## src/rtl/dpfs_pkg.sv

```systemverilog
package dpfs_pkg;

  // Field widths.
  localparam int DISP_W     = 16;
  localparam int COORD_W    = 32;
  localparam int FRAME_W    = 13;
  localparam int DEC_W      = 5;
  localparam int ROI_W      = 13;
  localparam int DEPTH_W    = 31;
  localparam int COL_W      = 13;
  localparam int ROW_W      = 12;
  localparam int GRID_W     = 12;
  localparam int PHASE_W    = 5;
  localparam int COUNT_W    = 24;
  localparam int SUM_W      = 56;
  localparam int STAT_W     = 64;
  localparam int STAT_ID_W  = 4;
  localparam int CFG_IDX_W  = 3;
  localparam int CFG_DATA_W = 31;

  // Register reset values.
  localparam logic [FRAME_W-1:0] FRAME_WIDTH_RST = FRAME_W'(640);
  localparam logic [DEC_W-1:0]   DECIMATION_RST  = DEC_W'(1);
  localparam logic [ROI_W-1:0]   ROI_END_RST     = ROI_W'(4096);
  localparam logic [DEPTH_W-1:0] DEPTH_MAX_RST   = DEPTH_W'(655360);

  // Result kinds.
  localparam logic KIND_POINT = 1'b0;
  localparam logic KIND_STAT  = 1'b1;

  // Configuration register indexes.
  typedef enum logic [CFG_IDX_W-1:0] {
    CFG_FRAME_WIDTH,
    CFG_DECIMATION,
    CFG_ROI_COL_START,
    CFG_ROI_COL_END,
    CFG_ROI_ROW_START,
    CFG_ROI_ROW_END,
    CFG_DEPTH_MIN,
    CFG_DEPTH_MAX
  } dpfs_cfg_idx_e;

  // Statistic identifiers, in the order they leave the block.
  typedef enum logic [STAT_ID_W-1:0] {
    STAT_CANDIDATES,
    STAT_ROI,
    STAT_DISPARITY,
    STAT_NONFINITE,
    STAT_DEPTH,
    STAT_ABS,
    STAT_ACCEPTED,
    STAT_MIN,
    STAT_MAX,
    STAT_SUM
  } dpfs_stat_e;

  typedef struct packed {
    logic [FRAME_W-1:0] frame_width;
    logic [DEC_W-1:0]   decimation;
    logic [ROI_W-1:0]   roi_col_start;
    logic [ROI_W-1:0]   roi_col_end;
    logic [ROI_W-1:0]   roi_row_start;
    logic [ROI_W-1:0]   roi_row_end;
    logic [DEPTH_W-1:0] depth_min;
    logic [DEPTH_W-1:0] depth_max;
  } dpfs_cfg_t;

  typedef struct packed {
    logic signed [DISP_W-1:0]  disparity;
    logic                      disparity_ok;
    logic signed [COORD_W-1:0] point_x;
    logic signed [COORD_W-1:0] point_y;
    logic signed [COORD_W-1:0] point_z;
    logic                      point_ok;
    logic                      end_of_frame;
  } dpfs_pixel_t;

  typedef struct packed {
    logic [COUNT_W-1:0] candidates;
    logic [COUNT_W-1:0] roi;
    logic [COUNT_W-1:0] disparity;
    logic [COUNT_W-1:0] nonfinite;
    logic [COUNT_W-1:0] depth;
    logic [COUNT_W-1:0] abs_limit;
    logic [COUNT_W-1:0] accepted;
  } dpfs_counts_t;

  // Everything one pixel hands to the result stage.
  typedef struct packed {
    logic                      valid;
    logic                      pt_valid;
    logic                      eof;
    logic [GRID_W-1:0]         grid_col;
    logic [GRID_W-1:0]         grid_row;
    logic signed [COORD_W-1:0] x;
    logic signed [COORD_W-1:0] y;
    logic signed [COORD_W-1:0] z;
    dpfs_counts_t              counts;
    logic [DEPTH_W-1:0]        least;
    logic [DEPTH_W-1:0]        greatest;
    logic [SUM_W-1:0]          sum;
  } dpfs_load_t;

endpackage

```

## src/rtl/dpfs_filter.sv

```systemverilog
module dpfs_filter #(
  parameter int MAX_WIDTH      = 4096,
  parameter int MAX_DECIMATION = 16,
  parameter int MIN_DISPARITY  = 0,
  parameter int MAX_ABS_COORD  = 0
) (
  input  logic                 clk_i,
  input  logic                 rst_ni,
  input  dpfs_pkg::dpfs_cfg_t   cfg_i,
  input  logic                 in_valid_i,
  output logic                 in_ready_o,
  input  dpfs_pkg::dpfs_pixel_t pixel_i,
  input  logic                 load_ok_i,
  output dpfs_pkg::dpfs_load_t  load_o
);
  import dpfs_pkg::*;

  localparam int DISP_EXT_W = DISP_W + 2;
  localparam int MAG_W      = COORD_W + 1;
  localparam logic signed [DISP_EXT_W-1:0] DISP_FLOOR = DISP_EXT_W'(MIN_DISPARITY * 16);
  localparam logic [MAG_W-1:0] ABS_LIMIT = MAG_W'(MAX_ABS_COORD);
  localparam logic ABS_ON = (MAX_ABS_COORD > 0);

  function automatic logic [COUNT_W-1:0] sat_inc(input logic [COUNT_W-1:0] v);
    sat_inc = (v == '1) ? v : v + 1'b1;
  endfunction

  function automatic logic [MAG_W-1:0] magnitude(input logic [COORD_W-1:0] v);
    logic [MAG_W-1:0] ext;
    ext = {v[COORD_W-1], v};
    magnitude = v[COORD_W-1] ? (~ext + 1'b1) : ext;
  endfunction

  dpfs_pixel_t        pix_q;
  logic               pix_valid_q;
  logic               adv;

  logic [COL_W-1:0]   col_q, col_d;
  logic [ROW_W-1:0]   row_q, row_d;
  logic [PHASE_W-1:0] cph_q, cph_d, rph_q, rph_d;
  logic [GRID_W-1:0]  gcol_q, gcol_d, gline_q, gline_d;
  dpfs_counts_t       cnt_q, cnt_upd;
  logic [DEPTH_W-1:0] least_q, least_upd, greatest_q, greatest_upd;
  logic [SUM_W-1:0]   sum_q, sum_upd;
  logic [SUM_W:0]     sum_ext;

  logic [FRAME_W-1:0] w_eff;
  logic [DEC_W-1:0]   d_eff;
  logic               candidate, roi_out, disp_bad, range_bad, abs_bad, accept, any;
  logic signed [DISP_EXT_W-1:0] disp_ext;
  logic signed [COORD_W:0]      z_ext, dmin_ext, dmax_ext;
  logic [DEPTH_W-1:0]           z_u;

  // Input register; it drains whenever the result stage can take a new item.
  assign adv        = pix_valid_q && load_ok_i;
  assign in_ready_o = !pix_valid_q || load_ok_i;

  always_ff @(posedge clk_i or negedge rst_ni) begin
    if (!rst_ni) begin
      pix_valid_q <= 1'b0;
    end else if (in_ready_o) begin
      pix_valid_q <= in_valid_i;
    end
  end

  always_ff @(posedge clk_i) begin
    if (in_valid_i && in_ready_o) begin
      pix_q <= pixel_i;
    end
  end

  // Frame width and decimation as used, with odd values brought into range.
  always_comb begin
    if (cfg_i.frame_width == '0) begin
      w_eff = FRAME_W'(1);
    end else if (32'(cfg_i.frame_width) > MAX_WIDTH) begin
      w_eff = FRAME_W'(MAX_WIDTH);
    end else begin
      w_eff = cfg_i.frame_width;
    end
    if (cfg_i.decimation == '0) begin
      d_eff = DEC_W'(1);
    end else if (32'(cfg_i.decimation) > MAX_DECIMATION) begin
      d_eff = DEC_W'(MAX_DECIMATION);
    end else begin
      d_eff = cfg_i.decimation;
    end
  end

  // Rejection tests; an empty region on an axis spans the whole frame.
  always_comb begin
    logic col_full, row_full, col_out, row_out;
    col_full = cfg_i.roi_col_end <= cfg_i.roi_col_start;
    row_full = cfg_i.roi_row_end <= cfg_i.roi_row_start;
    col_out  = !col_full && (col_q < cfg_i.roi_col_start || col_q >= cfg_i.roi_col_end);
    row_out  = !row_full && ({1'b0, row_q} < cfg_i.roi_row_start ||
                             {1'b0, row_q} >= cfg_i.roi_row_end);
    roi_out  = col_out || row_out;

    disp_ext = $signed({{2{pix_q.disparity[DISP_W-1]}}, pix_q.disparity});
    disp_bad = !pix_q.disparity_ok || (disp_ext <= DISP_FLOOR);

    z_ext     = $signed({pix_q.point_z[COORD_W-1], pix_q.point_z});
    dmin_ext  = $signed({2'b00, cfg_i.depth_min});
    dmax_ext  = $signed({2'b00, cfg_i.depth_max});
    range_bad = (z_ext < dmin_ext) || (z_ext > dmax_ext);

    abs_bad = ABS_ON && (magnitude(pix_q.point_x) > ABS_LIMIT ||
                         magnitude(pix_q.point_y) > ABS_LIMIT ||
                         magnitude(pix_q.point_z) > ABS_LIMIT);

    candidate = adv && (cph_q == '0) && (rph_q == '0);
    accept    = candidate && !roi_out && !disp_bad && pix_q.point_ok && !range_bad && !abs_bad;
  end

  // Counters: the first failing test takes the pixel.
  always_comb begin
    cnt_upd = cnt_q;
    if (candidate) begin
      cnt_upd.candidates = sat_inc(cnt_q.candidates);
      if (roi_out) begin
        cnt_upd.roi = sat_inc(cnt_q.roi);
      end else if (disp_bad) begin
        cnt_upd.disparity = sat_inc(cnt_q.disparity);
      end else if (!pix_q.point_ok) begin
        cnt_upd.nonfinite = sat_inc(cnt_q.nonfinite);
      end else if (range_bad) begin
        cnt_upd.depth = sat_inc(cnt_q.depth);
      end else if (abs_bad) begin
        cnt_upd.abs_limit = sat_inc(cnt_q.abs_limit);
      end else begin
        cnt_upd.accepted = sat_inc(cnt_q.accepted);
      end
    end
  end

  // Depth statistics; an accepted depth is never negative.
  always_comb begin
    z_u          = pix_q.point_z[DEPTH_W-1:0];
    least_upd    = (accept && z_u < least_q) ? z_u : least_q;
    greatest_upd = (accept && z_u > greatest_q) ? z_u : greatest_q;
    sum_ext      = {1'b0, sum_q} + (SUM_W + 1)'(z_u);
    if (!accept) begin
      sum_upd = sum_q;
    end else if (sum_ext[SUM_W]) begin
      sum_upd = '1;
    end else begin
      sum_upd = sum_ext[SUM_W-1:0];
    end
    any = cnt_upd.accepted != '0;
  end

  // Raster position and decimation phase.
  always_comb begin
    logic [COL_W-1:0]   col_inc;
    logic [PHASE_W-1:0] cph_inc, rph_inc;
    col_inc = col_q + 1'b1;
    cph_inc = cph_q + 1'b1;
    rph_inc = rph_q + 1'b1;
    col_d   = col_inc;
    row_d   = row_q;
    cph_d   = cph_inc;
    rph_d   = rph_q;
    gcol_d  = gcol_q;
    gline_d = gline_q;
    if ({1'b0, cph_inc} >= {1'b0, d_eff}) begin
      cph_d  = '0;
      gcol_d = gcol_q + 1'b1;
    end
    if (col_inc >= w_eff) begin
      col_d  = '0;
      cph_d  = '0;
      gcol_d = '0;
      row_d  = row_q + 1'b1;
      rph_d  = rph_inc;
      if ({1'b0, rph_inc} >= {1'b0, d_eff}) begin
        rph_d   = '0;
        gline_d = gline_q + 1'b1;
      end
    end
  end

  // Frame state; the end-of-frame pixel clears it all.
  always_ff @(posedge clk_i or negedge rst_ni) begin
    if (!rst_ni) begin
      col_q      <= '0;
      row_q      <= '0;
      cph_q      <= '0;
      rph_q      <= '0;
      gcol_q     <= '0;
      gline_q    <= '0;
      cnt_q      <= '0;
      least_q    <= '1;
      greatest_q <= '0;
      sum_q      <= '0;
    end else if (adv) begin
      if (pix_q.end_of_frame) begin
        col_q      <= '0;
        row_q      <= '0;
        cph_q      <= '0;
        rph_q      <= '0;
        gcol_q     <= '0;
        gline_q    <= '0;
        cnt_q      <= '0;
        least_q    <= '1;
        greatest_q <= '0;
        sum_q      <= '0;
      end else begin
        col_q      <= col_d;
        row_q      <= row_d;
        cph_q      <= cph_d;
        rph_q      <= rph_d;
        gcol_q     <= gcol_d;
        gline_q    <= gline_d;
        cnt_q      <= cnt_upd;
        least_q    <= least_upd;
        greatest_q <= greatest_upd;
        sum_q      <= sum_upd;
      end
    end
  end

  // Hand-over to the result stage, with the frame totals after this pixel.
  always_comb begin
    load_o.valid    = adv;
    load_o.pt_valid = accept;
    load_o.eof      = pix_q.end_of_frame;
    load_o.grid_col = gcol_q;
    load_o.grid_row = gline_q;
    load_o.x        = pix_q.point_x;
    load_o.y        = pix_q.point_y;
    load_o.z        = pix_q.point_z;
    load_o.counts   = cnt_upd;
    load_o.least    = any ? least_upd : '0;
    load_o.greatest = any ? greatest_upd : '0;
    load_o.sum      = any ? sum_upd : '0;
  end

endmodule

```

## src/rtl/dpfs_result.sv

```systemverilog
module dpfs_result (
  input  logic                      clk_i,
  input  logic                      rst_ni,
  input  dpfs_pkg::dpfs_load_t       load_i,
  output logic                      load_ok_o,
  output logic                      out_valid_o,
  input  logic                      out_ready_i,
  output logic                      kind_o,
  output logic [dpfs_pkg::GRID_W-1:0]     grid_col_o,
  output logic [dpfs_pkg::GRID_W-1:0]     grid_row_o,
  output logic signed [dpfs_pkg::COORD_W-1:0] out_x_o,
  output logic signed [dpfs_pkg::COORD_W-1:0] out_y_o,
  output logic signed [dpfs_pkg::COORD_W-1:0] out_z_o,
  output logic [dpfs_pkg::STAT_ID_W-1:0]  stat_id_o,
  output logic signed [dpfs_pkg::STAT_W-1:0] stat_value_o,
  output logic                      last_o
);
  import dpfs_pkg::*;

  dpfs_load_t  data_q;
  logic        pt_valid_q, st_active_q;
  dpfs_stat_e  st_id_q;
  logic        final_elem, pop, load;
  logic [STAT_W-1:0] stat_val;

  // A new result set may enter once the one on show is the final one taken.
  assign out_valid_o = pt_valid_q || st_active_q;
  assign final_elem  = pt_valid_q ? !st_active_q : (st_id_q == STAT_SUM);
  assign load_ok_o   = !out_valid_o || (out_ready_i && final_elem);
  assign pop         = out_valid_o && out_ready_i;
  assign load        = load_i.valid && load_ok_o;

  // Point first; at end of frame, the ten statistics one per taken item.
  always_ff @(posedge clk_i or negedge rst_ni) begin
    if (!rst_ni) begin
      pt_valid_q  <= 1'b0;
      st_active_q <= 1'b0;
      st_id_q     <= STAT_CANDIDATES;
    end else if (load) begin
      pt_valid_q  <= load_i.pt_valid;
      st_active_q <= load_i.eof;
      st_id_q     <= STAT_CANDIDATES;
    end else if (pop) begin
      if (pt_valid_q) begin
        pt_valid_q <= 1'b0;
      end else if (st_id_q == STAT_SUM) begin
        st_active_q <= 1'b0;
      end else begin
        st_id_q <= dpfs_stat_e'(st_id_q + 1'b1);
      end
    end
  end

  always_ff @(posedge clk_i) begin
    if (load) begin
      data_q <= load_i;
    end
  end

  // Statistic selection.
  always_comb begin
    case (st_id_q)
      STAT_CANDIDATES: stat_val = STAT_W'(data_q.counts.candidates);
      STAT_ROI:        stat_val = STAT_W'(data_q.counts.roi);
      STAT_DISPARITY:  stat_val = STAT_W'(data_q.counts.disparity);
      STAT_NONFINITE:  stat_val = STAT_W'(data_q.counts.nonfinite);
      STAT_DEPTH:      stat_val = STAT_W'(data_q.counts.depth);
      STAT_ABS:        stat_val = STAT_W'(data_q.counts.abs_limit);
      STAT_ACCEPTED:   stat_val = STAT_W'(data_q.counts.accepted);
      STAT_MIN:        stat_val = STAT_W'(data_q.least);
      STAT_MAX:        stat_val = STAT_W'(data_q.greatest);
      STAT_SUM:        stat_val = STAT_W'(data_q.sum);
      default:         stat_val = '0;
    endcase
  end

  // Output fields; the unused half of each kind reads as zero.
  always_comb begin
    if (pt_valid_q) begin
      kind_o       = KIND_POINT;
      grid_col_o   = data_q.grid_col;
      grid_row_o   = data_q.grid_row;
      out_x_o      = data_q.x;
      out_y_o      = data_q.y;
      out_z_o      = data_q.z;
      stat_id_o    = STAT_CANDIDATES;
      stat_value_o = '0;
      last_o       = 1'b0;
    end else begin
      kind_o       = KIND_STAT;
      grid_col_o   = '0;
      grid_row_o   = '0;
      out_x_o      = '0;
      out_y_o      = '0;
      out_z_o      = '0;
      stat_id_o    = st_id_q;
      stat_value_o = $signed(stat_val);
      last_o       = (st_id_q == STAT_SUM);
    end
  end

endmodule

```

## src/rtl/depth_point_filter_stats_unit.sv

```systemverilog
// Depth point filter with frame statistics. Takes one pixel of a reprojected
// depth frame per cycle in raster order unless stalled, keeps pixels
// on the decimation grid, rejects them by region, disparity, finiteness,
// depth range and absolute coordinate limit, and sends each surviving point
// out with its grid column and row. The pixel marked end of frame is
// followed by ten statistic items (counts, depth minimum, maximum and sum),
// the last one flagged, after which all counters clear. Throughput is one
// pixel per cycle while the outputs take items; a pixel passes the input
// register, then the result register. The result register sends one item
// per cycle when taken, so an end-of-frame pixel stalls the input until its
// statistics and any point are taken. No clearing pass follows reset.
// The user must write configuration only while idle; unchecked by the block.
module depth_point_filter_stats_unit #(
  parameter int MAX_WIDTH      = 4096,
  parameter int MAX_DECIMATION = 16,
  parameter int MIN_DISPARITY  = 0,
  parameter int MAX_ABS_COORD  = 0
) (
  input  logic                                clk_i,
  input  logic                                rst_ni,
  input  logic                                cfg_valid_i,
  output logic                                cfg_ready_o,
  input  logic [dpfs_pkg::CFG_IDX_W-1:0]      cfg_index_i,
  input  logic [dpfs_pkg::CFG_DATA_W-1:0]     cfg_data_i,
  input  logic                                in_valid_i,
  output logic                                in_ready_o,
  input  logic signed [dpfs_pkg::DISP_W-1:0]  disparity_i,
  input  logic                                disparity_ok_i,
  input  logic signed [dpfs_pkg::COORD_W-1:0] point_x_i,
  input  logic signed [dpfs_pkg::COORD_W-1:0] point_y_i,
  input  logic signed [dpfs_pkg::COORD_W-1:0] point_z_i,
  input  logic                                point_ok_i,
  input  logic                                end_of_frame_i,
  output logic                                out_valid_o,
  input  logic                                out_ready_i,
  output logic                                kind_o,
  output logic [dpfs_pkg::GRID_W-1:0]         grid_col_o,
  output logic [dpfs_pkg::GRID_W-1:0]         grid_row_o,
  output logic signed [dpfs_pkg::COORD_W-1:0] out_x_o,
  output logic signed [dpfs_pkg::COORD_W-1:0] out_y_o,
  output logic signed [dpfs_pkg::COORD_W-1:0] out_z_o,
  output logic [dpfs_pkg::STAT_ID_W-1:0]      stat_id_o,
  output logic signed [dpfs_pkg::STAT_W-1:0]  stat_value_o,
  output logic                                last_o
);
  import dpfs_pkg::*;

  dpfs_cfg_t   cfg_q;
  dpfs_pixel_t pixel;
  dpfs_load_t  load;
  logic        load_ok;

  // Configuration registers; writes are always taken.
  assign cfg_ready_o = 1'b1;

  always_ff @(posedge clk_i or negedge rst_ni) begin
    if (!rst_ni) begin
      cfg_q.frame_width   <= FRAME_WIDTH_RST;
      cfg_q.decimation    <= DECIMATION_RST;
      cfg_q.roi_col_start <= '0;
      cfg_q.roi_col_end   <= ROI_END_RST;
      cfg_q.roi_row_start <= '0;
      cfg_q.roi_row_end   <= ROI_END_RST;
      cfg_q.depth_min     <= '0;
      cfg_q.depth_max     <= DEPTH_MAX_RST;
    end else if (cfg_valid_i && cfg_ready_o) begin
      case (dpfs_cfg_idx_e'(cfg_index_i))
        CFG_FRAME_WIDTH:   cfg_q.frame_width   <= cfg_data_i[FRAME_W-1:0];
        CFG_DECIMATION:    cfg_q.decimation    <= cfg_data_i[DEC_W-1:0];
        CFG_ROI_COL_START: cfg_q.roi_col_start <= cfg_data_i[ROI_W-1:0];
        CFG_ROI_COL_END:   cfg_q.roi_col_end   <= cfg_data_i[ROI_W-1:0];
        CFG_ROI_ROW_START: cfg_q.roi_row_start <= cfg_data_i[ROI_W-1:0];
        CFG_ROI_ROW_END:   cfg_q.roi_row_end   <= cfg_data_i[ROI_W-1:0];
        CFG_DEPTH_MIN:     cfg_q.depth_min     <= cfg_data_i[DEPTH_W-1:0];
        CFG_DEPTH_MAX:     cfg_q.depth_max     <= cfg_data_i[DEPTH_W-1:0];
        default: begin
        end
      endcase
    end
  end

  // Pixel payload gathered into one item.
  always_comb begin
    pixel.disparity    = disparity_i;
    pixel.disparity_ok = disparity_ok_i;
    pixel.point_x      = point_x_i;
    pixel.point_y      = point_y_i;
    pixel.point_z      = point_z_i;
    pixel.point_ok     = point_ok_i;
    pixel.end_of_frame = end_of_frame_i;
  end

  dpfs_filter #(
    .MAX_WIDTH      (MAX_WIDTH),
    .MAX_DECIMATION (MAX_DECIMATION),
    .MIN_DISPARITY  (MIN_DISPARITY),
    .MAX_ABS_COORD  (MAX_ABS_COORD)
  ) u_filter (
    .clk_i      (clk_i),
    .rst_ni     (rst_ni),
    .cfg_i      (cfg_q),
    .in_valid_i (in_valid_i),
    .in_ready_o (in_ready_o),
    .pixel_i    (pixel),
    .load_ok_i  (load_ok),
    .load_o     (load)
  );

  dpfs_result u_result (
    .clk_i        (clk_i),
    .rst_ni       (rst_ni),
    .load_i       (load),
    .load_ok_o    (load_ok),
    .out_valid_o  (out_valid_o),
    .out_ready_i  (out_ready_i),
    .kind_o       (kind_o),
    .grid_col_o   (grid_col_o),
    .grid_row_o   (grid_row_o),
    .out_x_o      (out_x_o),
    .out_y_o      (out_y_o),
    .out_z_o      (out_z_o),
    .stat_id_o    (stat_id_o),
    .stat_value_o (stat_value_o),
    .last_o       (last_o)
  );

endmodule

```

## config.mk

```make
export PLATFORM = sky130hd
export DESIGN_NAME = depth_point_filter_stats_unit
export DESIGN_NICKNAME = d
export VERILOG_FILES = /design/src/rtl/dpfs_pkg.sv /design/src/rtl/dpfs_filter.sv /design/src/rtl/dpfs_result.sv /design/src/rtl/depth_point_filter_stats_unit.sv
export SDC_FILE = /design/constraint.sdc
export NUM_CORES = 2
export LEC_CHECK = 0
export ABC_AREA = 1
export BUFFER_PORTS_ARGS = -buffer_cell sky130_fd_sc_hd__buf_2
export CAP_MARGIN = 20
export CORE_MARGIN = 2
export CORE_UTILIZATION = 35
export CTS_CLUSTER_SIZE = 25
export DETAILED_ROUTE_END_ITERATION = 6
export GPL_ROUTABILITY_DRIVEN = 1
export PLACE_DENSITY = 0.51
export SKIP_LAST_GASP = 1
export SYNTH_ARGS = -nofsm -noshare
export SYNTH_HDL_FRONTEND = slang
export SYNTH_SLANG_ARGS = --single-unit
```

## constraint.sdc

```tcl
create_clock -name clk_i -period 29.5 [get_ports clk_i]
set_input_delay 2.95 -clock clk_i [delete_from_list [all_inputs] [get_ports clk_i]]
set_output_delay 2.95 -clock clk_i [all_outputs]
set_load 0.05 [all_outputs]
```

# --- Word-level counts from Yosys, hierarchy flattened ---
# Index checks and enable logic that the tools add are counted.
# Widths: inputs -> output; s select.
totals:
  reg_bits: 1005
  in_bits: 154
  out_inout_bits: 193
  word_cells: 225
op_classes:
  n_addsub: 14
  n_lt_le_gt_ge: 16
  eq_ne: 24
  muxes: 64
  n_reduce_logical: 57
op_table:
  columns: ["operator", "count"]
  rows:
  - ["$pmux 56 s10", 1]
  - ["$mux 168", 2]
  - ["$mux 24", 11]
  - ["$mux 56", 4]
  - ["$add 24x1->24 const B", 6]
  - ["$eq 24x24->1 const B", 6]
  - ["$mux 31", 4]
  - ["$mux 12", 10]
  - ["$mux 120", 1]
  - ["$mux 32", 3]
  - ["$mux 96", 1]
  - ["$mux 72", 1]
  - ["$add 56x31->57", 1]
  - ["$mux 13", 4]
  - ["$mux 5", 8]
  - ["$add 12x1->12 const B", 3]
  - ["$gt 32x32->1", 1]
  - ["$lt 32x32->1", 1]
  - ["$gt 31x31->1", 1]
  - ["$lt 31x31->1", 1]
  - ["$ge 13x13->1", 2]
  - ["$le 13x13->1", 2]
  - ["$reduce_bool 24->1", 1]
  - ["$mux 4", 5]
  - ["other kinds (31)", 95]

# --- Logic depth before layout (Yosys ltp) ---
logic_depth:
  depth_word: 14
  mapped_depth: 27
  mapped_depth_nobuf: 25

# --- Cells and area by module ---
# A second synthesis with hierarchy kept.
unflattened:
  hier_cells: 6324
  hier_area_um2: 53603.9
by_module_without_submodules:
  columns: ["module", "instances", "cells_each", "area_per_inst_um2", "seq_area_each_um2"]
  rows:
  - ["dpfs_filter", 1, 4360, 31946.9, 11549.8]
  - ["dpfs_result", 1, 1376, 16409.5, 12341.8]
  - ["depth_point_filter_stats_unit", 1, 588, 5247.5, 3311.9]

# --- Worst setup path before layout ---
# No wires, ideal clock.
synth_timing:
  path_kind: "input to register"
  startpoint: "input out_ready_i"
  endpoint: "register u_result.data_q[0] (netlist bit), enable pin"
  setup_ns: 0.896
  arrival_ns: 14.206
  required_ns: 28.604
  setup_slack_ns: 14.398
  cell_stages: 6
  n_path_buf: 3
  path_cell_list: "nor2_1 -> o21bai_4 -> nor2_4 -> buf_2 -> clkbuf_1 -> clkbuf_1"
synth_rtl:
  columns: ["item", "line", "source"]
  rows:
  - ["start, declared", "depth_point_filter_stats_unit.sv:35", "input logic out_ready_i,"]
  - ["end signal, assigned", "dpfs_result.sv:56", "data_q <= load_i;"]
  - ["end, declared", "dpfs_result.sv:20", "dpfs_load_t data_q;"]

# --- Final worst setup path ---
layout_timing:
  startpoint: "register u_result.st_id_q[1]"
  endpoint: "output stat_value_o[23] (netlist bit)"
layout_between:
  elab_chain_len: 3
  word_cells_on_any_way: 12
  cone_classes: "9 x eq/ne; 2 x mux; 1 x reduce/logical"
layout_rtl:
  columns: ["item", "line", "source"]
  rows:
  - ["start, declared", "dpfs_result.sv:22", "dpfs_stat_e st_id_q;"]
  - ["start signal, assigned", "dpfs_result.sv:49", "st_id_q <= dpfs_stat_e'(st_id_q + 1'b1);"]
  - ["$eq 4x4->1 (tied with other cells)", "dpfs_result.sv:62", "case (st_id_q)"]
  - ["$pmux 56 s10 (*)", "dpfs_result.sv:62", null]
  - ["$mux 56 (*)", "dpfs_result.sv:79", "if (pt_valid_q) begin"]
  - ["end, declared", "depth_point_filter_stats_unit.sv:43", "output logic signed [dpfs_pkg::STAT_W-1:0] stat_value_o,"]
# Every way passes the cells marked *; elsewhere a longest branch is shown, timed or not.

==> impl_metrics.yaml <==
job:
  max-cap-violations: 0
setup_path:
  rr_startpoint: "u_filter.load_o[307]"
  critical_path_peak_fanout: 43
  worst-path-buf-inv: 4
  reg2reg_depth: 18
  arrival_ps: 4180
  crit_required_ps: 26550
  worstSetupPathType: "reg -> out"
  reg2reg_setup_slack_ps: 23830
  cp-start-kind: "flop"
  critPathSlowestCell: "buf_4"
  r2r-end: "u_result.data_q[62]"
  critPathMaxStageDelay_ps: 530
  path_cells: "inv_1 -> ha_1 -> nand3_2 -> inv_2 -> buf_4 -> nand2_1 -> nand4_1 -> a221oi_1 -> a21oi_1 -> buf_2"
  crit_family: "buffers and inverters"
  cp_num_cells: 10
  endpoint_kind: "output pin"
sta:
  hold_viol: 0
  fmax_mhz: 140
  setup_viol: 0
  fin_skew_ps: 53.9
  period_needed_ps: 7130
  tightest_slew_ps: 1300
  rsz0062_at_grt: "no"
  maxSlewViolCount: 0
  fin_crit_sh: 0.242
  slew-limit-headroom: 0.136
  fin_ws_ps: 22370
  setup_tns_ps: 0
outcome:
  status: "complete, no violations"
floorplanning:
  rows: 139
  die_height_um: 383
  ios: 347
  core_mm2: 0.143
  initial_utilization: 0.352
  die_area_mm2: 0.147
  die_w_um: 383
route:
  wl_per_cell_um: 19.8
  drc: 0
  drt_iter0_drc: 2895
  via_count: 40000
  first_pass_iters: 6
  antenna_left: 0
  wl_mm: 157
  avgViaCountPerCell: 5.03
power:
  p_per_area_mw_per_mm2: 91.1
  p_leak_nw: 26.3
  ir_worst_vdd_v: 0.000130
placement:
  port_buffers: 337
  pre_cts_slack_ps: 22200
  dp_hpwl_mm: 113
  gp_congestion: 0.953
clocking:
  numCtsBuffers: 110
  root_buffer: "clkbuf_16"
  ctsResizeCount: 0
  clk_path_buf_depth: 3
  path_clk_slew_ps: 50
  post_cts_buffers: 0
  clkSinkCount: 957
  htreeDepth: 3
  cts_hold_buf: 0
  cts_tree: "built"
  clk-insertion-delay-late_ps: 750
layout:
  area_growth_pct: 14.6
  finalNetCount: 6382
  drive_gt1_frac: 0.107
min_path:
  min-delay-start: "u_filter.load_o[325]"
  whs_endpoint: "u_result.data_q[325]"
  whs_path_depth: 0
  hold_path.class: "reg -> reg"
synthesis:
  syn-cell-area_mm2: 0.0503
  yosys.area.top_type: "edfxtp_1"
  synth-seq-cells: 957
  async_flop_share: 0.481
  synthTopCellsByArea: "edfxtp_1, dfrtp_1, nand2_1"
  synthFlopType: "edfxtp_1"
  synthTopCellsByCount: "nand2_1, inv_1, edfxtp_1"
  postSynthCellCount: 5654
  syn_area_per_cell_um2: 8.90
  synth_top_area_share: 0.297
  ys_warn_count: 0
  synth_seq_area_share: 0.526
  synth_edf_count: 497
  yosysMostFrequentCell: "nand2_1"
  ys_types: 53
grt:
  grt_remaining_overflow: 0
  antenna_found_initial: 6
  grt_pass1_vias: 39300
  grt_max_degree: 174
  grt.total_usage: 0.213
  grt_first_pass_wirelength_mm: 241
==> worst reg2reg max path, delay by kind of cell, from the launching register on <==
family          cells  cell delay (ps)
simple gates       14             2740
flops               1              650
fa+ha+maj           1              420
compound gates      1              210
buf+inv             2             1370
==> kinds of logic (layout without fill, tap and decap cells) <==
family,Yosys count,after routing,share of synthesized area
buffers and inverters,1078,1472,0.0832
AND/OR/NAND/NOR,2169,2169,0.182
other,2,13,0.000149
flip-flops,957,957,0.526
AO/OA/AOI/OAI,1025,1025,0.114
XOR/XNOR,154,154,0.0268
adder cells (fa/ha/maj),269,269,0.0670
==> per-layer routing <==
layer	vias to the layer above	GRT usage	wire length (um)
li1	19500	-	-
met1	19400	0.288	71100
met2	918	0.349	73700
met3	242	0.0270	6680
met4	6	0.0752	5790
met5	-	0	40
==> cell usage in the layout, fill, tap and decap left out, drive strengths merged, types with 4 or more instances in the layout <==
| master | instances |
|---|---|
| a211oi | 4 |
| a21o | 11 |
| a21oi | 304 |
| a221oi | 22 |
| a22o | 5 |
| a31oi | 11 |
| a41oi | 23 |
| buf | 387 |
| bufinv | 10 |
| clkbuf | 143 |
| clkinv | 51 |
| clkinvlp | 6 |
| conb | 9 |
| dfrtp | 422 |
| dfstp | 38 |
| diode | 4 |
| edfxtp | 497 |
| ha | 268 |
| inv | 875 |
| nand2 | 1294 |
| nand3 | 211 |
| nand3b | 11 |
| nand4 | 126 |
| nor2 | 345 |
| nor3 | 108 |
| nor3b | 11 |
| nor4 | 55 |
| o21a | 14 |
| o21ai | 469 |
| o21bai | 16 |
| o22ai | 125 |
| o31ai | 9 |
| or2 | 6 |
| xnor2 | 13 |
| xor2 | 141 |
==> layout make-up <==
| class | count | area, um^2 |
|---|---|---|
| multi-input cells | 3626 | 19700 |
| clock buffers | 143 | 2950 |
| well taps | 1903 | 2380 |
| flip-flops and latches | 957 | 26500 |
| fillers | 14500 | 85500 |
| diodes | 4 | 10.0 |
| repair buffers | 387 | 2120 |
| clock inverters | 65 | 706 |
| inverters | 877 | 3300 |
==> state kept, by name, indices dropped and copies added, names as in the netlist, 12 cells and up <==
name	flops
u_result.data_q	382
u_filter.cnt_q	144
cfg_q	132
u_filter.load_o	97
u_filter.sum_q	56
u_filter.greatest_q	31
u_filter.least_q	31
u_filter.disp_ext	16
u_filter.col_q	13
u_filter.gcol_q	12
u_filter.gline_q	12
u_filter.row_q	12
==> power breakdown <==
group | leakage (nW) | switching, mW | internal (mW)
Combinational | 13.8 | 1.38 | 0.450
Sequential | 10.6 | 0.207 | 1.83
Clock | 1.77 | 0.592 | 0.796
==> stage by stage <==
step | cell area, um^2 | power [mW] | hold WS [ps] | std cells | util
4_1_cts | 57600 | 5.30 | 419 | 7957 | 0.403
5_1_grt | 57600 | 5.56 | 423 | 7958 | 0.403
6_report | 57700 | 5.25 | 417 | 7962 | 0.403
2_1_floorplan | 50300 | 3.36 | 400 | 5661 | -
3_3_place_gp | 54000 | 3.86 | 400 | 7749 | 0.377
3_5_place_dp | 54000 | 3.89 | 405 | 7749 | 0.377
==> how the worst max path moves through the flow <==
stage | startpoint | slack, ps | endpoint
floorplan | out_ready_i | 14400 | u_result.data_q[0]
global placement | out_ready_i | 22250 | u_result.data_q[92]
detailed placement | out_ready_i | 22200 | u_result.data_q[62]
CTS | u_result.st_id_q[0] | 22420 | stat_value_o[17]
global route | u_result.st_id_q[1] | 22300 | stat_value_o[23]
finish | u_result.st_id_q[1] | 22370 | stat_value_o[23]
(Power assumes the default switching activity.)
